**src/rtl/core/bds_pkg.sv**
```systemverilog
// Shared types, constants and saturation helper for the Burgers stencil step.
// Used by every module under rtl/core; depends on nothing.
package bds_pkg;

  localparam int Q_W     = 32;
  localparam int FRAC_W  = 16;
  localparam int IDX_W   = 10;
  localparam int OPD_W   = Q_W + 1;
  localparam int PROD_W  = 2 * OPD_W;
  localparam int WIDE_W  = PROD_W - FRAC_W;

  localparam int MAX_POINTS_DEF = 1024;

  localparam logic [Q_W-1:0] CONV_RESET = 32'd4588;
  localparam logic [Q_W-1:0] DIFF_RESET = 32'd321;

  typedef enum logic [0:0] {
    REG_CONVECTION = 1'b0,
    REG_DIFFUSION  = 1'b1
  } cfg_reg_t;

  typedef struct packed {
    logic                    issue;
    logic signed [OPD_W-1:0] a;
    logic signed [OPD_W-1:0] b;
  } mul_req_t;

  typedef struct packed {
    logic                  req;
    logic signed [Q_W-1:0] value;
    logic [IDX_W-1:0]      index;
    logic                  last;
    logic                  short_line;
  } emit_t;

  function automatic logic signed [Q_W-1:0] sat_q(input logic signed [WIDE_W-1:0] x);
    logic signed [WIDE_W-1:0] hi;
    logic signed [WIDE_W-1:0] lo;
    hi = {{(WIDE_W-Q_W+1){1'b0}}, {(Q_W-1){1'b1}}};
    lo = ~hi;
    if (x > hi) begin
      sat_q = hi[Q_W-1:0];
    end else if (x < lo) begin
      sat_q = lo[Q_W-1:0];
    end else begin
      sat_q = x[Q_W-1:0];
    end
  endfunction

endpackage

```
**src/rtl/core/bds_mul_unit.sv**
```systemverilog
// Shared multiplier: registered product, then registered round-half-up and saturation to Q16.16.
// Depends on bds_pkg.
module bds_mul_unit (
  input  logic                              clk,
  input  bds_pkg::mul_req_t                 req,
  output logic signed [bds_pkg::Q_W-1:0]    res
);
  import bds_pkg::*;

  logic signed [PROD_W-1:0] prod;
  logic signed [PROD_W-1:0] rnd;
  logic signed [PROD_W-1:0] shifted;

  always_comb begin
    rnd     = prod + $signed({{(PROD_W-FRAC_W){1'b0}}, 1'b1, {(FRAC_W-1){1'b0}}});
    shifted = rnd >>> FRAC_W;
  end

  always_ff @(posedge clk) begin
    if (req.issue) begin
      prod <= req.a * req.b;
    end
    res <= sat_q($signed(shifted[WIDE_W-1:0]));
  end

endmodule

```
**src/rtl/core/bds_seq.sv**
```systemverilog
// Sequencer for one grid point update: window state, operand selection and final sum.
// Depends on bds_pkg; drives the shared bds_mul_unit.
module bds_seq #(
  parameter int MAX_POINTS = bds_pkg::MAX_POINTS_DEF
) (
  input  logic                             clk,
  input  logic                             rst,
  input  logic                             src_valid,
  input  logic signed [bds_pkg::Q_W-1:0]   sample,
  input  logic                             last_sample,
  input  logic [bds_pkg::Q_W-1:0]          conv_coeff,
  input  logic [bds_pkg::Q_W-1:0]          diff_coeff,
  input  logic                             out_free,
  output logic                             busy,
  output bds_pkg::emit_t                   emit
);
  import bds_pkg::*;

  localparam int PW = $clog2(MAX_POINTS);

  typedef enum logic [9:0] {
    S_IDLE  = 10'b0000000001,
    S_PREP  = 10'b0000000010,
    S_MUL1  = 10'b0000000100,
    S_WAIT1 = 10'b0000001000,
    S_MUL2  = 10'b0000010000,
    S_MUL3  = 10'b0000100000,
    S_WAIT3 = 10'b0001000000,
    S_SUM   = 10'b0010000000,
    S_EMIT  = 10'b0100000000,
    S_WRAP  = 10'b1000000000
  } state_t;

  state_t                state;
  logic [PW-1:0]         pos;
  logic signed [Q_W-1:0] wp;
  logic signed [Q_W-1:0] wp2;
  logic signed [Q_W-1:0] sp;
  logic                  job;
  logic                  last_r;
  logic                  short_r;

  logic signed [Q_W-1:0] samp_r;
  logic signed [Q_W-1:0] d_r;
  logic signed [Q_W-1:0] lap_r;
  logic signed [Q_W-1:0] tc_r;
  logic signed [Q_W-1:0] val_r;

  logic signed [Q_W-1:0] um_sel;
  logic signed [Q_W-1:0] u_sel;
  logic signed [Q_W-1:0] up_sel;
  logic signed [Q_W-1:0] mul_res;
  mul_req_t              mreq;
  logic                  accept;
  logic                  last_eff;
  logic                  pos_lt2;
  logic [PW-1:0]         idx_pos;
  logic [PW+IDX_W-1:0]   idx_ext;

  assign busy     = (state != S_IDLE);
  assign accept   = src_valid && (state == S_IDLE);
  assign last_eff = last_sample || (pos == PW'(MAX_POINTS - 1));
  assign pos_lt2  = (pos < PW'(2));

  assign um_sel = job ? wp     : wp2;
  assign u_sel  = job ? samp_r : wp;
  assign up_sel = job ? sp     : samp_r;

  always_comb begin
    mreq.issue = 1'b0;
    mreq.a     = OPD_W'(u_sel);
    mreq.b     = OPD_W'(d_r);
    unique case (state)
      S_MUL1: begin
        mreq.issue = 1'b1;
      end
      S_MUL2: begin
        mreq.issue = 1'b1;
        mreq.a     = OPD_W'(mul_res);
        mreq.b     = $signed({1'b0, conv_coeff});
      end
      S_MUL3: begin
        mreq.issue = 1'b1;
        mreq.a     = OPD_W'(lap_r);
        mreq.b     = $signed({1'b0, diff_coeff});
      end
      default: begin
        mreq.issue = 1'b0;
      end
    endcase
  end

  bds_mul_unit u_mul (
    .clk (clk),
    .req (mreq),
    .res (mul_res)
  );

  always_comb begin
    idx_pos = job ? pos : pos - PW'(1);
    idx_ext = {{IDX_W{1'b0}}, idx_pos};
    emit.req        = (state == S_EMIT) || (state == S_WRAP);
    emit.value      = val_r;
    emit.index      = (state == S_WRAP) ? '0 : idx_ext[IDX_W-1:0];
    emit.last       = (state == S_WRAP);
    emit.short_line = (state == S_WRAP) && short_r;
  end

  always_ff @(posedge clk) begin
    if (rst) begin
      state   <= S_IDLE;
      pos     <= '0;
      wp      <= '0;
      wp2     <= '0;
      sp      <= '0;
      job     <= 1'b0;
      last_r  <= 1'b0;
      short_r <= 1'b0;
    end else begin
      unique case (state)
        S_IDLE: begin
          if (accept) begin
            if (last_eff && pos_lt2) begin
              short_r <= 1'b1;
              wp      <= '0;
              wp2     <= '0;
              sp      <= '0;
              pos     <= '0;
              state   <= S_WRAP;
            end else if (!pos_lt2) begin
              short_r <= 1'b0;
              last_r  <= last_eff;
              job     <= 1'b0;
              state   <= S_PREP;
            end else begin
              if (pos == PW'(1)) begin
                sp <= sample;
              end
              wp2 <= wp;
              wp  <= sample;
              pos <= pos + PW'(1);
            end
          end
        end
        S_PREP:  state <= S_MUL1;
        S_MUL1:  state <= S_WAIT1;
        S_WAIT1: state <= S_MUL2;
        S_MUL2:  state <= S_MUL3;
        S_MUL3:  state <= S_WAIT3;
        S_WAIT3: state <= S_SUM;
        S_SUM:   state <= S_EMIT;
        S_EMIT: begin
          if (out_free) begin
            if (job) begin
              state <= S_WRAP;
            end else if (last_r) begin
              job   <= 1'b1;
              state <= S_PREP;
            end else begin
              wp2   <= wp;
              wp    <= samp_r;
              pos   <= pos + PW'(1);
              state <= S_IDLE;
            end
          end
        end
        S_WRAP: begin
          if (out_free) begin
            wp    <= '0;
            wp2   <= '0;
            sp    <= '0;
            pos   <= '0;
            state <= S_IDLE;
          end
        end
        default: state <= S_IDLE;
      endcase
    end
  end

  always_ff @(posedge clk) begin
    if (accept) begin
      samp_r <= sample;
      val_r  <= '0;
    end
    if (state == S_PREP) begin
      d_r   <= sat_q(WIDE_W'(u_sel) - WIDE_W'(um_sel));
      lap_r <= sat_q(WIDE_W'(up_sel) + WIDE_W'(um_sel) - (WIDE_W'(u_sel) <<< 1));
    end
    if (state == S_WAIT3) begin
      tc_r <= mul_res;
    end
    if (state == S_SUM) begin
      val_r <= sat_q(WIDE_W'(u_sel) - WIDE_W'(tc_r) + WIDE_W'(mul_res));
    end
  end

  a_pos_step: assert property (@(posedge clk) disable iff (rst)
    (pos == $past(pos)) || (pos == $past(pos) + PW'(1)) || (pos == '0))
    else $error("position moved by more than one point");

  a_window_hold: assert property (@(posedge clk) disable iff (rst)
    (state != S_IDLE) && $past(state != S_IDLE) |-> $stable(wp) && $stable(wp2) && $stable(sp))
    else $error("window changed during a point update");

  a_short_clean: assert property (@(posedge clk) disable iff (rst)
    (state == S_WRAP) && short_r |-> (val_r == '0))
    else $error("short line result carries data");

endmodule

```
**src/rtl/core/burgers_1d_stencil_step_top.sv**
```systemverilog
// Top level of the 1-D Burgers stencil step: config registers, output register, sequencer.
// Depends on bds_pkg, bds_seq and bds_mul_unit.
//
//   channel   signals                                            flow
//   src       src_valid, src_stall, sample, last_sample          in, one grid point
//   res       res_valid, res_stall, new_value, point_index,      out, one updated point
//             last_result, too_short
//   cfg       cfg_valid, cfg_ready, cfg_index, cfg_data          in, register write
//
// A point that yields no result only shifts the window; an interior point runs one update,
// and a last point two, set by the shared multiplier (three products per update, each
// with a registered product and a registered rounding; the second waits on the first).
// A short line yields one marked result. Reset is synchronous and clears window and position.
// res_stall holds the sequencer at its emit step; src_stall is high while a point is at work.
module burgers_1d_stencil_step_top #(
  parameter int MAX_POINTS = bds_pkg::MAX_POINTS_DEF
) (
  input  logic                             clk,
  input  logic                             rst,
  input  logic                             src_valid,
  output logic                             src_stall,
  input  logic signed [bds_pkg::Q_W-1:0]   sample,
  input  logic                             last_sample,
  output logic                             res_valid,
  input  logic                             res_stall,
  output logic signed [bds_pkg::Q_W-1:0]   new_value,
  output logic [bds_pkg::IDX_W-1:0]        point_index,
  output logic                             last_result,
  output logic                             too_short,
  input  logic                             cfg_valid,
  output logic                             cfg_ready,
  input  bds_pkg::cfg_reg_t                cfg_index,
  input  logic [bds_pkg::Q_W-1:0]          cfg_data
);
  import bds_pkg::*;

  logic [Q_W-1:0] conv_coeff;
  logic [Q_W-1:0] diff_coeff;
  logic           busy;
  logic           out_free;
  emit_t          emit;

  assign cfg_ready = 1'b1;
  assign src_stall = busy;
  assign out_free  = !res_valid || !res_stall;

  always_ff @(posedge clk) begin
    if (rst) begin
      conv_coeff <= CONV_RESET;
      diff_coeff <= DIFF_RESET;
    end else if (cfg_valid && cfg_ready) begin
      unique case (cfg_index)
        REG_CONVECTION: conv_coeff <= cfg_data;
        REG_DIFFUSION:  diff_coeff <= cfg_data;
        default:        conv_coeff <= conv_coeff;
      endcase
    end
  end

  bds_seq #(
    .MAX_POINTS (MAX_POINTS)
  ) u_seq (
    .clk         (clk),
    .rst         (rst),
    .src_valid   (src_valid),
    .sample      (sample),
    .last_sample (last_sample),
    .conv_coeff  (conv_coeff),
    .diff_coeff  (diff_coeff),
    .out_free    (out_free),
    .busy        (busy),
    .emit        (emit)
  );

  always_ff @(posedge clk) begin
    if (rst) begin
      res_valid <= 1'b0;
    end else if (out_free) begin
      res_valid <= emit.req;
    end
  end

  always_ff @(posedge clk) begin
    if (out_free && emit.req) begin
      new_value   <= emit.value;
      point_index <= emit.index;
      last_result <= emit.last;
      too_short   <= emit.short_line;
    end
  end

  a_short_fields: assert property (@(posedge clk) disable iff (rst)
    res_valid && too_short |-> last_result && (point_index == '0) && (new_value == '0))
    else $error("short line result with unexpected fields");

  a_res_hold: assert property (@(posedge clk) disable iff (rst)
    res_valid && res_stall |=> res_valid && $stable(new_value) && $stable(point_index) &&
      $stable(last_result) && $stable(too_short))
    else $error("stalled result transaction changed");

  a_last_index: assert property (@(posedge clk) disable iff (rst)
    res_valid && last_result |-> (point_index == '0))
    else $error("final result of a line not at point zero");

endmodule
```
**config.mk**
```make
export PLATFORM = sky130hd
export DESIGN_NAME = burgers_1d_stencil_step_top
export DESIGN_NICKNAME = d
export VERILOG_FILES = /design/src/rtl/core/bds_pkg.sv /design/src/rtl/core/bds_mul_unit.sv /design/src/rtl/core/bds_seq.sv /design/src/rtl/core/burgers_1d_stencil_step_top.sv
export SDC_FILE = /design/constraint.sdc
export NUM_CORES = 2
export LEC_CHECK = 0
export BUFFER_PORTS_ARGS = -buffer_cell sky130_fd_sc_hd__buf_2
export CORE_MARGIN = 3
export CORE_UTILIZATION = 52
export CTS_BUF_LIST = sky130_fd_sc_hd__clkbuf_8
export DETAILED_ROUTE_END_ITERATION = 7
export PLACE_DENSITY = 0.71
export SLEW_MARGIN = 25
export SYNTH_ARGS = -nofsm -noshare
export SYNTH_HDL_FRONTEND = slang
export SYNTH_SLANG_ARGS = --single-unit
```
**constraint.sdc**
```tcl
create_clock -name clk -period 10.7 [get_ports clk]
set_input_delay 1.605 -clock clk [delete_from_list [all_inputs] [get_ports clk]]
set_output_delay 1.605 -clock clk [all_outputs]
set_load 0.005 [all_outputs]
```
==> run summary <==
================================================================================
Placer Congestion .................................................        0.997
Depth of the worst register-to-register path ......................           37
CTS Buffer Depth ..................................................            3
Overall track demand over capacity in global routing ..............        34.7%
Fraction of final layout cells with drive strength greater than 1 .        10.1%
Total iterations of the first detailed-routing run ................            6
Setup slack of the most critical reg-to-reg path ..................      0.38 ns
Final min period ..................................................     10.32 ns
HPWL reported at the end of detailed placement ....................   176,000 um
Post-route ant nets ...............................................            0
Maximum clock rate ................................................     96.9 MHz
Wire length of the first global-routing pass ......................   328,000 um
Cell area after synthesis .........................................   64,100 um2
Clock root cell ................................................... sky130_fd_sc_hd__clkbuf_8
Critical Path Sink ................................................ u_seq.u_mul.prod[65]
Number of gates on the worst path with buffers counted ............           37
Slew Limit Fails ..................................................            0
Filler cell count .................................................       10,973
Critical Path Max Stage Delay .....................................      0.57 ns
Max Cap Violations ................................................            0
H-tree depth ......................................................            3
# hold bufs at CTS ................................................            0
Slew of the pin with the lowest slew margin .......................      1.06 ns
Post-Syn Instances ................................................        7,019
Count of different cell masters after synthesis ...................           88
Total number of yosys warnings ....................................            0
Sink Count ........................................................          471
Effective utilization at floorplan ................................        52.5%
Syn-to-layout area delta ..........................................        9.89%
Maximum number of pins on one net before global-route repair ......          105
Sum Neg Setup Slack ...............................................         0 ns
Area of the placeable core ........................................  122,000 um2
Full die area .....................................................  128,000 um2
Worst-case headroom to the max-slew limit .........................        29.5%
Row count .........................................................          128
Final hold vios ...................................................            0
Count of unresolved DRC violations after routing ..................            0
Critical path type ................................................      reg2reg
Number of global-route vias before repair .........................       52,823
CP top delay family ...............................................  adder cells
DR vias/cell ......................................................         5.83
I/O pin count .....................................................          118
Chip Width ........................................................       357 um
Clock Latency Late Sink ...........................................      0.71 ns
Number of enable-type register cells in the synthesized netlist ...          255
Share of the clock period used by the worst path ..................        96.5%
CTS tree ..........................................................        built
CP Capture Type ...................................................         flop
Most frequent cells in the layout ................................. 1,376 x sky130_fd_sc_hd__inv_1, 1,186 x sky130_fd_sc_hd__fa_1, 878 x sky130_fd_sc_hd__nand2_1
Critical Path Slowest Stage Cell .................................. sky130_fd_sc_hd__fa_1
Worst EP arrival ..................................................     10.74 ns
Most common library cell in the layout ignoring fill and taps ..... sky130_fd_sc_hd__inv_1
Port Buffers ......................................................          116
Final-report setup violation count ................................            0
Reg-to-Reg End .................................................... u_seq.u_mul.prod[65]
Required time of the critical path ................................     11.11 ns
Detailed Route WL .................................................   218,000 um
Vias ..............................................................       51,926
Average instance area after synthesis .............................     9.13 um2
Clock slew at reported path FFs ...................................      0.07 ns
Sequential fraction of the synthesis area .........................        18.7%
Status ............................................................ complete, no violations
Setup crit start kind .............................................         flop
Clock buffers created by TritonCTS ................................           76
Crit path from ....................................................    u_seq.job
Initial antenna violation count ...................................            8
Buffers plus inverters on the worst setup path ....................           11
Flip-flop and latch count after synthesis .........................          471
Hold/Removal Path Class ...........................................      reg2reg
Hold WS ...........................................................     0.393 ns
Remaining global-route overflow ...................................            0
Prevailing post-synth register cell ............................... sky130_fd_sc_hd__edfxtp_1
Post-layout net count .............................................        8,794
Ys async rst share ................................................           0%
Cell type with the highest occurrence count on the critical path .. sky130_fd_sc_hd__fa_1
Iteration-0 DRC count of the detailed router ......................        5,500
Die boundary height ...............................................       357 um
Largest clock skew in the final design ............................    0.0642 ns
Avg WL per Cell ...................................................      24.4 um
Startpoint of the worst register-to-register path .................    u_seq.job
Nets in the synthesized netlist ...................................        8,591
Worst-path fanout max .............................................           15
================================================================================
## cell families (layout without fill, tap and decap cells)
| logic type | Yosys count | after routing | share of synthesized area (%) |
|---|---|---|---|
| buffers and inverters | 1714 | 1977 | 10.1 |
| and+or+nand+nor | 2084 | 2085 | 13.7 |
| DFF | 471 | 471 | 18.7 |
| other | 1 | 3 | 0.00585 |
| adders and majority gates | 1509 | 1509 | 43.3 |
| AOI/OAI and AO/OA | 952 | 952 | 10.0 |
| muxes | 98 | 98 | 1.57 |
| xor gates and xnor gates | 190 | 190 | 2.60 |
## synthesized netlist by cell type, types with 90 or more instances
cell	instances	share of area, %
sky130_fd_sc_hd__a21o_1	90	1.1
sky130_fd_sc_hd__a21oi_1	272	2.1
sky130_fd_sc_hd__clkbuf_1	329	1.9
sky130_fd_sc_hd__dfxtp_1	216	6.7
sky130_fd_sc_hd__edfxtp_1	255	12
sky130_fd_sc_hd__fa_1	1186	37
sky130_fd_sc_hd__ha_1	315	6.1
sky130_fd_sc_hd__inv_1	1348	7.9
sky130_fd_sc_hd__nand2_1	881	5.2
sky130_fd_sc_hd__nand3_1	121	0.94
sky130_fd_sc_hd__nor2_1	781	4.6
sky130_fd_sc_hd__o21ai_0	171	1.3
sky130_fd_sc_hd__xnor2_1	108	1.5
## final cells by class
cell class              count  area, um2  share of cell area [%]
well taps                1625       2030                    2.89
flip-flops and latches    471      12000                    17.0
diodes                      2       5.00                 0.00711
multi-input cells        4835      46100                    65.4
clock inverters            56        308                   0.437
inverters                1349       5060                    7.19
clock buffers              83       1140                    1.62
repair buffers            489       3820                    5.43
## what timing repair did
| item | in CTS | in global routing |
|---|---|---|
| pin swaps | 1 | 1 |
| gates resized for setup | 3 | 16 |
| gates cloned | 1 | 0 |
| setup endpoints to repair | 7 | 10 |
| buffers inserted | 0 | 3 |
## worst min-delay path by stage
stage                    start            end  cells past startpoint
6_report       u_seq.val_r[13]  new_value[13]                      0
3_5_place_dp   u_seq.val_r[22]  new_value[22]                      0
3_3_place_gp   u_seq.val_r[19]  new_value[19]                      0
4_1_cts        u_seq.val_r[13]  new_value[13]                      0
2_1_floorplan   u_seq.val_r[0]   new_value[0]                      0
5_1_grt        u_seq.val_r[16]  new_value[16]                      0
## sequential cells by signal, indices dropped and copies added (netlist names), 10 cells and up
register          cells
conv_coeff           32
diff_coeff           32
new_value            32
point_index          10
u_seq.d_r            32
u_seq.lap_r          32
u_seq.pos            10
u_seq.samp_r         32
u_seq.sp             32
u_seq.state          10
u_seq.tc_r           32
u_seq.u_mul.prod     51
u_seq.u_mul.res      32
u_seq.val_r          32
u_seq.wp             32
u_seq.wp2            32
## per-layer routing
layer	up-vias	global-route usage, %	share of wire, %
met2	2567	54.2	45
li1	22455	-	-
met5	-	0	0.019
met4	6	15.3	5.3
met1	26332	46.7	40
met3	566	7.49	9.5
## through the flow
step / worst slack, ns / util [%] / std cells / cell area, um2
2_1_floorplan: 0.487 / - / 7019 / 64100
3_3_place_gp: -0.169 / 56.4 / 8763 / 68800
3_5_place_dp: -0.218 / 56.4 / 8764 / 68800
4_1_cts: 0.0667 / 57.6 / 8904 / 70300
5_1_grt: -0.00634 / 57.7 / 8908 / 70400
6_report: 0.378 / 57.7 / 8910 / 70400
Power is not shown: default switching activity piles up to over one toggle a cycle in this logic, so the estimate is an artifact.
